File: src/hw/rtl/tlrqs_pkg.sv
// tlrqs_pkg: shared types, constants and codes for the ready-queue scheduler
// no dependencies
`timescale 1ns / 1ps
package tlrqs_pkg;
  localparam int unsigned MaxTasks = 16;
  localparam int unsigned IdxW = $clog2(MaxTasks);
  localparam int unsigned CntW = $clog2(MaxTasks + 1);

  typedef enum logic [2:0] {
    CMD_ADD = 3'd0, CMD_REMOVE = 3'd1, CMD_DISPATCH = 3'd2, CMD_REQUEUE = 3'd3,
    CMD_WAKE_PID = 3'd4, CMD_WAKE_KIND = 3'd5, CMD_TICK = 3'd6, CMD_NOP = 3'd7
  } cmd_e;

  typedef enum logic [2:0] {
    STS_OK = 3'd0, STS_FULL = 3'd1, STS_BAD_KIND = 3'd2, STS_NOT_FOUND = 3'd3,
    STS_NONE_READY = 3'd4, STS_BUSY = 3'd5, STS_NOT_RUNNING = 3'd6
  } status_e;

  typedef enum logic [1:0] {
    TS_READY = 2'd0, TS_WAITING = 2'd1, TS_TERM = 2'd2
  } tstate_e;

  typedef enum logic [1:0] {REG_SMALLQ = 2'd0, REG_LARGEQ = 2'd1, REG_AGE = 2'd2} reg_e;

  typedef enum logic {PH_IDLE = 1'b0, PH_EXEC = 1'b1} phase_e;

  // one table entry
  typedef struct packed {
    logic [15:0] pid;
    logic [1:0]  st;
    logic        lq;
    logic        hi;
    logic [2:0]  kind;
    logic [15:0] sleep;
    logic [31:0] wt;
  } entry_t;

  // broadcast from the controller to every cell
  typedef struct packed {
    logic        tick;
    logic        wake_pid;
    logic        wake_kind;
    logic        drop;       // shift entries above drop_idx down by one
    logic [IdxW-1:0] drop_idx;
    logic        append;
    logic [IdxW-1:0] app_idx;
    entry_t      app_entry;
    logic [15:0] pid;
    logic [2:0]  kind;
    logic [7:0]  age;
    logic [CntW-1:0] count;
  } bcast_t;

  // per-cell match flags back to the controller
  typedef struct packed {
    logic pid_hit;
    logic wait_pid_hit;
    logic rdy_hi;
    logic rdy_lo;
    logic work;
  } flags_t;
endpackage

File: src/hw/rtl/tlrqs_cell.sv
// tlrqs_cell: one table entry with its match logic and shift path
// depends on tlrqs_pkg
`timescale 1ns / 1ps
module tlrqs_cell (
  input  logic                       clk_i,
  input  logic [tlrqs_pkg::IdxW-1:0] idx_i,
  input  tlrqs_pkg::bcast_t          bc_i,
  input  tlrqs_pkg::entry_t          up_i,   // entry of the next cell
  output tlrqs_pkg::entry_t          ent_o,
  output tlrqs_pkg::flags_t          flg_o
);
  import tlrqs_pkg::*;

  entry_t ent_q, ent_d;
  logic   used;
  logic [32:0] wsum;

  assign used = ({1'b0, idx_i} < bc_i.count);
  assign wsum = {1'b0, ent_q.wt} + {25'd0, bc_i.age};

  // flags for the controller's oldest-first search
  always_comb begin
    flg_o.pid_hit      = used && ent_q.pid == bc_i.pid;
    flg_o.wait_pid_hit = flg_o.pid_hit && ent_q.st == TS_WAITING;
    flg_o.rdy_hi       = used && ent_q.st == TS_READY && ent_q.hi;
    flg_o.rdy_lo       = used && ent_q.st == TS_READY && !ent_q.hi;
    flg_o.work         = used && (ent_q.st == TS_READY || ent_q.st == TS_WAITING);
  end

  // next entry
  always_comb begin
    ent_d = ent_q;
    if (bc_i.tick && ent_q.st != TS_TERM) begin
      ent_d.wt = wsum[32] ? '1 : wsum[31:0];
      if (ent_q.st == TS_WAITING) begin
        if (ent_q.sleep != 16'd0) ent_d.sleep = ent_q.sleep - 16'd1;
        else ent_d.st = TS_READY;
      end
    end
    if (bc_i.wake_pid && idx_i == bc_i.drop_idx) begin
      ent_d.st = TS_READY;
      ent_d.sleep = '0;
    end
    if (bc_i.wake_kind && ent_q.kind == bc_i.kind && ent_q.st == TS_WAITING) begin
      ent_d.st = TS_READY;
      ent_d.sleep = '0;
    end
    if (bc_i.drop && idx_i >= bc_i.drop_idx) ent_d = up_i;
    if (bc_i.append && idx_i == bc_i.app_idx) ent_d = bc_i.app_entry;
  end

  always_ff @(posedge clk_i) begin
    ent_q <= ent_d;
  end

  assign ent_o = ent_q;
endmodule

File: src/hw/rtl/two_level_ready_queue_scheduler.sv
// two_level_ready_queue_scheduler: top level, command decode and cell chain
// depends on tlrqs_pkg and tlrqs_cell
//
// channel   dir  handshake       payload
// s_axis    in   tvalid/tready   tdata: command[2:0] target_pid[18:3] task_kind[21:19]
//                                high_priority[22] long_quantum[23] outcome[25:24]
//                                sleep_ticks[41:26]
// m_axis    out  tvalid/tready   tdata: status, result_pid, granted_ticks, waited_time,
//                                preempt_due, has_work, queued_count
// cfg       in   cfg_we_i        cfg_idx_i, cfg_data_i
//
// each command is first registered; then, in the exec phase, the cell flags are gathered,
// it is applied to the chain and the result register is loaded.
// a new command is taken while idle, once the result register is free or being taken.
// reset clears the counters and running task; table contents need no clear.
`timescale 1ns / 1ps
module two_level_ready_queue_scheduler (
  input  logic        clk_i,
  input  logic        rst_ni,
  input  logic        s_axis_tvalid,
  output logic        s_axis_tready,
  input  logic [47:0] s_axis_tdata,  // command, target_pid, task_kind, high_priority,
                                     // long_quantum, outcome, sleep_ticks
  output logic        m_axis_tvalid,
  input  logic        m_axis_tready,
  output logic [71:0] m_axis_tdata,  // status, result_pid, granted_ticks, waited_time,
                                     // preempt_due, has_work, queued_count
  input  logic        cfg_we_i,
  input  logic [1:0]  cfg_idx_i,
  input  logic [7:0]  cfg_data_i
);
  import tlrqs_pkg::*;

  localparam int unsigned N = MaxTasks;

  phase_e ph_q, ph_d;
  logic [41:0] cmd_q;
  logic [7:0]  smallq_q, largeq_q, age_q;
  logic [CntW-1:0] cnt_q, cnt_d;
  logic [15:0] npid_q, npid_d;
  logic        rv_q, rv_d;
  logic [15:0] rpid_q, rpid_d;
  logic [4:0]  rinfo_q, rinfo_d;
  logic [31:0] rwt_q, rwt_d;
  logic [7:0]  qleft_q, qleft_d;
  logic        ov_q;
  logic [71:0] od_q, od_d;

  bcast_t bc;
  entry_t ent [N];
  flags_t flg [N];
  logic [N-1:0] m_pid, m_wpid, m_hi, m_lo, m_work, m_work_n;

  cmd_e        cmd;
  logic [15:0] tpid, slp;
  logic [2:0]  kind;
  logic        hi, lq, kind_ok, full;
  logic [1:0]  oc;
  logic [IdxW-1:0] sel_idx;
  logic        sel_ok;
  logic [N-1:0] sel_vec;
  logic [2:0]  sts;
  logic [15:0] o_pid;
  logic [7:0]  o_grant;
  logic [31:0] o_wt;
  logic        o_pre;

  assign cmd  = cmd_e'(cmd_q[2:0]);
  assign tpid = cmd_q[18:3];
  assign kind = cmd_q[21:19];
  assign hi   = cmd_q[22];
  assign lq   = cmd_q[23];
  assign oc   = cmd_q[25:24];
  assign slp  = cmd_q[41:26];
  assign kind_ok = kind >= 3'd1 && kind <= 3'd6;
  assign full = cnt_q >= CntW'(N);

  assign s_axis_tready = ph_q == PH_IDLE && (!ov_q || m_axis_tready);
  assign m_axis_tvalid = ov_q;
  assign m_axis_tdata  = od_q;

  // cell chain
  for (genvar g = 0; g < N; g++) begin : g_cell
    entry_t up;
    if (g == N - 1) begin : g_end
      assign up = ent[g];
    end else begin : g_mid
      assign up = ent[g+1];
    end
    tlrqs_cell u_cell (
      .clk_i (clk_i), .idx_i (IdxW'(g)), .bc_i (bc), .up_i (up),
      .ent_o (ent[g]), .flg_o (flg[g])
    );
    assign m_pid[g]  = flg[g].pid_hit;
    assign m_wpid[g] = flg[g].wait_pid_hit;
    assign m_hi[g]   = flg[g].rdy_hi;
    assign m_lo[g]   = flg[g].rdy_lo;
    assign m_work[g] = flg[g].work;
  end

  // pick the vector for the oldest-first search
  always_comb begin
    sel_vec = '0;
    unique case (cmd)
      CMD_REMOVE:   sel_vec = m_pid;
      CMD_WAKE_PID: sel_vec = m_wpid;
      CMD_DISPATCH: sel_vec = (|m_hi) ? m_hi : m_lo;
      default:      sel_vec = '0;
    endcase
  end

  // lowest set bit
  always_comb begin
    sel_idx = '0;
    sel_ok  = 1'b0;
    for (int k = N - 1; k >= 0; k--) begin
      if (sel_vec[k]) begin
        sel_idx = IdxW'(k);
        sel_ok  = 1'b1;
      end
    end
  end

  // phase control
  always_comb begin
    ph_d = ph_q;
    unique case (ph_q)
      PH_IDLE: if (s_axis_tvalid && s_axis_tready) ph_d = PH_EXEC;
      PH_EXEC: ph_d = PH_IDLE;
      default: ph_d = PH_IDLE;
    endcase
  end

  // command execution
  always_comb begin
    cnt_d = cnt_q; npid_d = npid_q; rv_d = rv_q; rpid_d = rpid_q;
    rinfo_d = rinfo_q; rwt_d = rwt_q; qleft_d = qleft_q;
    sts = STS_OK; o_pid = '0; o_grant = '0; o_wt = '0; o_pre = 1'b0;
    bc = '0;
    bc.pid = tpid; bc.kind = kind; bc.age = age_q; bc.count = cnt_q;
    bc.drop_idx = sel_idx;
    bc.app_idx = cnt_q[IdxW-1:0];
    bc.app_entry = '0;
    m_work_n = m_work;
    if (ph_q == PH_EXEC) begin
      unique case (cmd)
        CMD_ADD: begin
          if (!kind_ok) sts = STS_BAD_KIND;
          else if (full) sts = STS_FULL;
          else begin
            npid_d = npid_q + 16'd1;
            bc.append = 1'b1;
            bc.app_entry.pid = npid_d;
            bc.app_entry.kind = kind;
            bc.app_entry.hi = hi;
            bc.app_entry.lq = lq;
            bc.app_entry.st = TS_READY;
            cnt_d = cnt_q + 1'b1;
            o_pid = npid_d;
            m_work_n = '1;
          end
        end
        CMD_REMOVE: begin
          if (rv_q) begin
            if (tpid == rpid_q) begin
              rv_d = 1'b0; qleft_d = '0;
            end else sts = STS_BUSY;
          end else if (!sel_ok) sts = STS_NOT_FOUND;
          else begin
            bc.drop = 1'b1;
            cnt_d = cnt_q - 1'b1;
            m_work_n[sel_idx] = 1'b0;
          end
        end
        CMD_DISPATCH: begin
          if (rv_q) sts = STS_BUSY;
          else if (!sel_ok) sts = STS_NONE_READY;
          else begin
            rv_d = 1'b1;
            rpid_d = ent[sel_idx].pid;
            rinfo_d = {ent[sel_idx].lq, ent[sel_idx].hi, ent[sel_idx].kind};
            rwt_d = ent[sel_idx].wt;
            qleft_d = ent[sel_idx].lq ? largeq_q : smallq_q;
            bc.drop = 1'b1;
            cnt_d = cnt_q - 1'b1;
            m_work_n[sel_idx] = 1'b0;
            o_pid = rpid_d; o_grant = qleft_d; o_wt = rwt_d;
          end
        end
        CMD_REQUEUE: begin
          if (!rv_q) sts = STS_NOT_RUNNING;
          else if (full) sts = STS_FULL;
          else begin
            bc.append = 1'b1;
            bc.app_entry.pid = rpid_q;
            bc.app_entry.kind = rinfo_q[2:0];
            bc.app_entry.hi = rinfo_q[3];
            bc.app_entry.lq = rinfo_q[4];
            bc.app_entry.st = (oc == 2'd0) ? TS_READY :
                              (oc == 2'd1) ? TS_WAITING : TS_TERM;
            bc.app_entry.sleep = (oc == 2'd1) ? slp : 16'd0;
            bc.app_entry.wt = rwt_q;
            cnt_d = cnt_q + 1'b1;
            rv_d = 1'b0; qleft_d = '0;
            if (oc <= 2'd1) m_work_n = '1;
          end
        end
        CMD_WAKE_PID: begin
          if (!sel_ok) sts = STS_NOT_FOUND;
          else bc.wake_pid = 1'b1;
        end
        CMD_WAKE_KIND: begin
          if (!kind_ok) sts = STS_BAD_KIND;
          else bc.wake_kind = 1'b1;
        end
        CMD_TICK: begin
          bc.tick = 1'b1;
          if (rv_q) begin
            qleft_d = (qleft_q != 8'd0) ? qleft_q - 8'd1 : 8'd0;
            o_pre = qleft_d == 8'd0;
          end
        end
        default: sts = STS_OK;
      endcase
    end
    od_d = {6'd0, cnt_d, |m_work_n, o_pre, o_wt, o_grant, o_pid, sts};
  end

  // control registers
  always_ff @(posedge clk_i or negedge rst_ni) begin
    if (!rst_ni) begin
      ph_q <= PH_IDLE; ov_q <= 1'b0;
      cnt_q <= '0; npid_q <= '0; rv_q <= 1'b0; rpid_q <= '0;
      rinfo_q <= '0; rwt_q <= '0; qleft_q <= '0;
      smallq_q <= 8'd1; largeq_q <= 8'd2; age_q <= 8'd10;
    end else begin
      ph_q <= ph_d;
      cnt_q <= cnt_d; npid_q <= npid_d; rv_q <= rv_d; rpid_q <= rpid_d;
      rinfo_q <= rinfo_d; rwt_q <= rwt_d; qleft_q <= qleft_d;
      if (ph_q == PH_EXEC) ov_q <= 1'b1;
      else if (m_axis_tready) ov_q <= 1'b0;
      if (cfg_we_i) begin
        unique case (cfg_idx_i)
          REG_SMALLQ: smallq_q <= cfg_data_i;
          REG_LARGEQ: largeq_q <= cfg_data_i;
          REG_AGE:    age_q <= cfg_data_i;
          default:    ;
        endcase
      end
    end
  end

  // payload registers
  always_ff @(posedge clk_i) begin
    if (s_axis_tvalid && s_axis_tready) cmd_q <= s_axis_tdata[41:0];
    if (ph_q == PH_EXEC) od_q <= od_d;
  end

  // checks
  a_count_range: assert property (@(posedge clk_i) disable iff (!rst_ni)
    cnt_q <= CntW'(N)) else $error("table count out of range");
  a_exec_one: assert property (@(posedge clk_i) disable iff (!rst_ni)
    ph_q == PH_EXEC |=> ph_q == PH_IDLE && ov_q) else $error("result not loaded");
  a_no_take_exec: assert property (@(posedge clk_i) disable iff (!rst_ni)
    ph_q == PH_EXEC |-> !s_axis_tready) else $error("accepted while busy");
endmodule

File: config.mk
export PLATFORM = sky130hd
export DESIGN_NAME = two_level_ready_queue_scheduler
export DESIGN_NICKNAME = d
export VERILOG_FILES = /design/src/hw/rtl/tlrqs_pkg.sv /design/src/hw/rtl/tlrqs_cell.sv /design/src/hw/rtl/two_level_ready_queue_scheduler.sv
export SDC_FILE = /design/constraint.sdc
export NUM_CORES = 2
export LEC_CHECK = 0
export ABC_AREA = 0
export BUFFER_PORTS_ARGS = -buffer_cell sky130_fd_sc_hd__buf_2
export CAP_MARGIN = 15
export CORE_MARGIN = 3
export CORE_UTILIZATION = 25
export DETAILED_ROUTE_END_ITERATION = 12
export SYNTH_ARGS = -nofsm -noshare
export SYNTH_HDL_FRONTEND = slang
export SYNTH_SLANG_ARGS = --single-unit
File: constraint.sdc
create_clock -name clk_i -period 11.3 [get_ports clk_i]
set_input_delay 1.695 -clock clk_i [delete_from_list [all_inputs] [get_ports clk_i]]
set_output_delay 1.695 -clock clk_i [all_outputs]
set_load 0.01 [all_outputs]
* Word-level counts from Yosys, hierarchy flattened
Cells that the tools add are included.
** Storage, ports and cells
- Flip-flop bits (word level) :: 1353
- Input port bits :: 63
- Logic and storage cells :: 1056
** Operators by class
- $add $sub $neg :: 36
- $lt $le $gt $ge :: 39
- Equal/unequal tests :: 128
- Mux-type cells :: 321
- Bitwise operators :: 8
- Reduce and logical (&&, ||, !) cells :: 396
** Operator list (count)
- 2-to-1 mux 71 bit :: 36
- 2-to-1 mux 16 bit :: 78
- 2-to-1 mux 48 bit :: 17
- adder 32 x 8 -> 33 bit :: 16
- 2-to-1 mux 32 bit :: 16
- binary-select mux 71 bit (select 4 bit) :: 1
- equality test 16 bit :: 17
- nonzero test 16 bit :: 16
- subtractor 16 x 1 -> 16 bit, second input constant :: 16
- nonzero test 5 bit :: 45
- logical AND 1 bit :: 196
- 2-to-1 mux 2 bit :: 85
- case mux 16 bit (3 select lines) :: 2
- AND reduction 3 bit :: 30
- inequality test 5 bit, second input constant :: 15
- 2-to-1 mux 8 bit :: 9
- 2-to-1 mux 4 bit :: 17
- equality test 4 bit, first input constant :: 16
- 2-to-1 mux 55 bit :: 1
- equality test 3 bit :: 16
- inequality test 2 bit, second input constant :: 24
- nonzero test 3 bit :: 16
- 2-to-1 mux 23 bit :: 2
- case mux 23 bit (2 select lines) :: 1
- other kinds (56) :: 240

* Longest topological paths before layout
- Depth in word-level cells :: 33
- Gate-level depth with buffers :: 22
- Gate-level depth less buffers :: 17

* Modules after synthesis
Synthesis repeated with hierarchy kept, for this count alone.
** Second synthesis, totals
- Cells, all modules :: 10738
- Area total of the unflattened synthesis :: 100113.5 um^2
** Modules (own cells, without submodules)
- tlrqs_cell (g_cell[0].u_cell ...) :: times used 8, cells each 543, area each 5285.1 um^2, seq. area each 2132.0 um^2
- two_level_ready_queue_scheduler :: times used 1, cells each 2348, area each 17759.5 um^2, seq. area each 5975.7 um^2
- tlrqs_cell (g_cell[5].u_cell ...) :: times used 3, cells each 520, area each 5143.7 um^2, seq. area each 2132.0 um^2
- tlrqs_cell (g_cell[14].u_cell ...) :: times used 2, cells each 509, area each 4986.0 um^2, seq. area each 2132.0 um^2
- tlrqs_cell (g_cell[8].u_cell) :: times used 1, cells each 496, area each 4904.7 um^2, seq. area each 2132.0 um^2
- tlrqs_cell (g_cell[9].u_cell) :: times used 1, cells each 480, area each 4899.7 um^2, seq. area each 2132.0 um^2
- tlrqs_cell (g_cell[4].u_cell) :: times used 1, cells each 492, area each 4865.9 um^2, seq. area each 2132.0 um^2

* Least setup slack after synthesis
OpenSTA, ideal clock, no wires.
- Kind :: reg2reg
- From :: reg cnt_q[1]
- To :: reg g_cell[6].u_cell.ent_q (netlist bit g_cell[6].u_cell.ent_o[32]), enable pin
- Data arrival time :: 5.083 ns
- Required time :: 10.835 ns
- Setup slack :: 5.752 ns
- Stages on the path, launching flop included :: 20
- Buffers on the path :: 4
- Clock period less this slack :: 5.548 ns
- Path through :: dfrtp_1 > buf_6 > inv_1 > ha_1 > o21bai_1 > a2111oi_0 > nor4_1 > and4_1 > buf_6 > buf_6 > nand3_2 > nand3_2 > nor3b_1 > o41a_1 > or3_4 > buf_6 > o31ai_4 > nand2_1 > a21oi_1 > o21ai_0
** On the way
- Longest elaborated chain between the ends :: 29
- Elaborated cells on any way between the ends :: 152
- Those cells by class :: 18 x order compare; 2 x eq/ne; 44 x mux; 88 x reduce/logical
** RTL lines
- start: declaration :: RTL line two_level_ready_queue_scheduler.sv:39 : logic [CntW-1:0] cnt_q, cnt_d;
- start signal: assignment :: RTL line two_level_ready_queue_scheduler.sv:238 : cnt_q <= cnt_d; npid_q <= npid_d; rv_q <= rv_d; rpid_q <= rpid_d;
- less-than comparator 1 x 5 -> 1 bit, or another cell as far along :: RTL line tlrqs_cell.sv:18 : assign used = ({1'b0, idx_i} < bc_i.count);
- logical AND 1 bit :: RTL line tlrqs_cell.sv:25, tlrqs_cell.sv:26
- logical AND 1 bit :: RTL line tlrqs_cell.sv:25 : flg_o.rdy_hi = used && ent_q.st == TS_READY && ent_q.hi;
- OR reduction 16 bit :: RTL line two_level_ready_queue_scheduler.sv:107 : CMD_DISPATCH: sel_vec = (|m_hi) ? m_hi : m_lo;
- 2-to-1 mux 16 bit :: RTL line two_level_ready_queue_scheduler.sv:107
- case mux 16 bit (3 select lines) :: RTL line two_level_ready_queue_scheduler.sv:104 : unique case (cmd)
- 2-to-1 mux 1 bit (16 in series) :: RTL line two_level_ready_queue_scheduler.sv:117 : if (sel_vec[k]) begin
- 2-to-1 mux 1 bit :: RTL line two_level_ready_queue_scheduler.sv:168, two_level_ready_queue_scheduler.sv:177, two_level_ready_queue_scheduler.sv:209
- 2-to-1 mux 1 bit :: RTL line two_level_ready_queue_scheduler.sv:164 : if (rv_q) begin
- 2-to-1 mux 1 bit
- 2-to-1 mux 4 bit :: RTL line two_level_ready_queue_scheduler.sv:145 : if (ph_q == PH_EXEC) begin
- logical AND 1 bit :: RTL line tlrqs_cell.sv:48 : if (bc_i.drop && idx_i >= bc_i.drop_idx) ent_d = up_i;
- nonzero test 5 bit (no line)
- AND reduction 3 bit (no line) *
- end signal: assignment :: RTL line tlrqs_cell.sv:53 : ent_q <= ent_d;
- end: declaration :: RTL line tlrqs_cell.sv:14 : entry_t ent_q, ent_d;
Mark *: on every way between the ends. The rest lies on a longest branch, timed or not.
A chain may end at the register's enable or synchronous reset.

==> results by group <==
Status
  – Status: finished, final reports clean

Critical path
  – Crit path top cell by count: buf_4
  – Cell family with most CP delay: simple AND/OR/NAND/NOR gates
  – CP cell instances: inv_1, ha_1, o21bai_1, a2111oi_0, nor4_1, and4_1, nand3_1, and3_1, a211oi_1, o311a_1, or3_4, buf_12, nor2_4, a21boi_4, buf_4, nor3_2, buf_4, a221oi_1, a21oi_1
  – Critical path type: register to register
  – Crit path max fanout: 116
  – CP Launch Type: register
  – Worst EP required: roughly 12 ns
  – Slowest CP cell: and4_1
  – CP endpoint kind: register
  – Crit path buf inv count: 4
  – Delay of the slowest critical-path stage: 0.76 ns
  – WP data arrival: 8.90 ns

Drt
  – DRT Wirelength: 318 mm
  – DRT iter0 DRCs: 8,743
  – Vias: 75,716
  – Drt wl/cell: 22.8 µm
  – Post-route DRC: 0
  – First drt pass iteration count: 6
  – Antenna violation net count after detailed routing: 0
  – Vias/cell: 5.43

Power and ir drop
  – PD cells: between 100 and 150 mW/mm²
  – Total power: 14.0 mW
  – LEAKAGE: 34.5 nW
  – Worst IR Drop VDD: 103 µV

STA
  – Unrepaired setup endpoints after global routing: false
  – Final setup margin: 2.92 ns
  – Final Hold Fails: 0
  – Slew Viols, Final: 0
  – Final Cycle Share: about 74%
  – Setup TNS: 0 ns
  – FMAX: ~120 MHz
  – # setup viols final: 0
  – Final Skew: slightly below 0.09 ns
  – Slew headroom: a little under an eighth
  – Worst Tran Pin Value: 1.32 ns
  – Fin crit period: 8.38 ns

Placed design
  – Buffers on Ports: 124
  – Placed insts: 13,635
  – Placed cell area: 0.0960 mm²
  – RePlAce Congestion: 0.941
  – Worst slack, placed: 3.23 ns
  – DP HPWL: around 230 mm

CTS
  – Post-CTS Resized: 0
  – H-tree Lvls: 4
  – Clock transition at path regs: 0.06 ns
  – Setup Fix Bufs, Post-CTS: 0
  – CTS tree: built
  – Max Buffers Root-to-Sink: 4
  – Worst-Skew Late Latency: 0.87 ns
  – Clock Sink Count: 1,353
  – Total CTS buffers: ~160
  – Hold-fix buffers at CTS: 0
  – Clock root buffer master: clkbuf_16

Synthesis
  – Asr flop ratio synth: under 10%
  – Synth area leader: edfxtp_1
  – Post-synth top flop: edfxtp_1
  – Distinct cells, synth: roughly 100
  – Yosys warnings: 0
  – Sequential share of the synthesized area: between 40% and 50%
  – Syn Area/Cell: 9.71 µm²
  – Synth area leaders: edfxtp_1, xnor2_1, xor2_1
  – Gate count after technology mapping: 9,277
  – Yosys reg bits: 1,353
  – Netlist Area Pre-Place: 0.0901 mm²
  – EDFF count, synth: between 1,000 and 1,500
  – Share of the synthesized area in the top cell type: approximately two fifths

Worst hold path
  – Hold crit path type: register to register

Global routing
  – Antenna violations before repair: 20
  – Number of global-route vias before repair: 71,229
  – First-pass GRT wire length: 469 mm
  – Largest net degree at the start of global routing: 117
  – GRT Overall Usage: 16.5%
  – Overflow after GRT: 0

Final layout
  – Final cell count without fillers: 13,941
  – Final nets: 9,286
  – Layout cells sized above 1: about a tenth
  – Final Cell Area: 0.101 mm²
  – Area delta synth->final: 12.4%

Floorplan
  – Initial core utilization: 25.2%
  – Die height: between 600 and 700 µm
  – Core Area: approximately 0.36 mm²
  – Die X: 606 µm
  – I/O pin count: 137
  – FP Rows: 219
  – Die area: approximately 0.37 mm²

Run
  – Max-cap violations: 0
==> area by class of cell <==
class	count	area, µm²
timing repair buffer	353	2420
fill	37520	256000
tap	4751	5940
sequential	1353	40100
antenna	11	27.5
clock buffer	212	4410
multi-input combinational	6962	46700
inverter	223	838
clock inverter	76	772
==> sequential cells by signal, summed over array words and instances, names as in the netlist, 5 cells and up <==
signal / count
age_q: 8
cmd_q: 42
cnt_q: 5
g_cell.u_cell.ent_o: 1136
largeq_q: 8
m_axis_tdata: 66
npid_q: 16
qleft_q: 8
rinfo_q: 5
rpid_q: 16
rwt_q: 32
smallq_q: 8
==> metal layers <==
metal / routed length (µm) / GRT usage [%] / vias to the layer above / share of wire [%]
li1: - / - / 34490 / -
met1: 132000 / 22.0 / 36934 / 41
met2: 142000 / 26.1 / 3668 / 45
met3: 32200 / 3.95 / 616 / 10
met4: 12100 / 5.83 / 8 / 3.8
met5: 50 / 0 / - / 0.016
==> cells in the mapped netlist (all sizes together) (218+ instances only) <==
cell type  instances
xnor2            596
edfxtp          1244
nand2            849
nand3            486
mux2i            320
xor2             372
a22o             324
clkbuf           574
a21oi            507
o21ai            619
o221ai           218
nor2             650
inv              219
==> stage by stage <==
stage / hold slack (ns) / utilization (%)
2_1_floorplan: 0.461 / -
3_3_place_gp: 0.474 / 26.9
3_5_place_dp: 0.484 / 26.9
4_1_cts: 0.495 / 28.3
5_1_grt: 0.521 / 28.3
6_report: 0.496 / 28.3
==> power breakdown <==
| group | internal (mW) | leakage [nW] | switching, mW | total (mW) |
|---|---|---|---|---|
| clock network | 3.05 | 2.53 | 2.27 | 5.32 |
| logic | 0.992 | 19.4 | 1.60 | 2.59 |
| registers | 5.81 | 12.6 | 0.251 | 6.06 |
==> cell usage in the layout, fill, tap and decap left out, types with 94 or more instances in the layout <==
cell and n:
a22o_1 324, o211ai_1 183, nor3_1 169, nor2_1 624, a21oi_1 505, o221ai_1 218
o21ai_0 557, buf_2 123, nand4_1 128, dfrtp_1 104, ha_1 151, buf_4 220
a221oi_1 179, xnor2_1 596, nand3_1 455, inv_1 218, and3_1 94, mux2_2 133
mux2i_1 320, nand2_1 843, clkbuf_16 165, nor4_1 106, edfxtp_1 1244, xor2_1 372
==> cell families (layout without fill, tap and decap cells) <==
family / count (synthesis) / count (layout) / share of synthesized area [%]
AOI/OAI and AO/OA: 2522 / 2522 / 19.1
xor gates and xnor gates: 968 / 968 / 9.41
muxes: 453 / 453 / 5.22
adders and majority gates: 168 / 168 / 2.46
other: 1 / 17 / 0.00416
and+or+nand+nor: 2845 / 2845 / 15.0
buffers and inverters: 967 / 864 / 4.33
DFF: 1353 / 1353 / 44.5
==> path summary, 6_finish.rpt <==
check / startpoint / to / slack, ns / cells after the start
max in group asynchronous: rst_ni / rwt_q[15] / 8.97 / 2
hold / removal: npid_q[15] / npid_q[15] / 0.50 / 1
setup / recovery: cnt_q[1] / g_cell[14].u_cell.ent_o[43] / 2.92 / 19
hold reg to reg: npid_q[15] / npid_q[15] / 0.50 / 1
setup reg to reg: cnt_q[1] / g_cell[14].u_cell.ent_o[43] / 2.92 / 19
min in group asynchronous: rst_ni / rinfo_q[0] / 0.89 / 1
No activity file was read; power rests on OpenSTA's default activity.
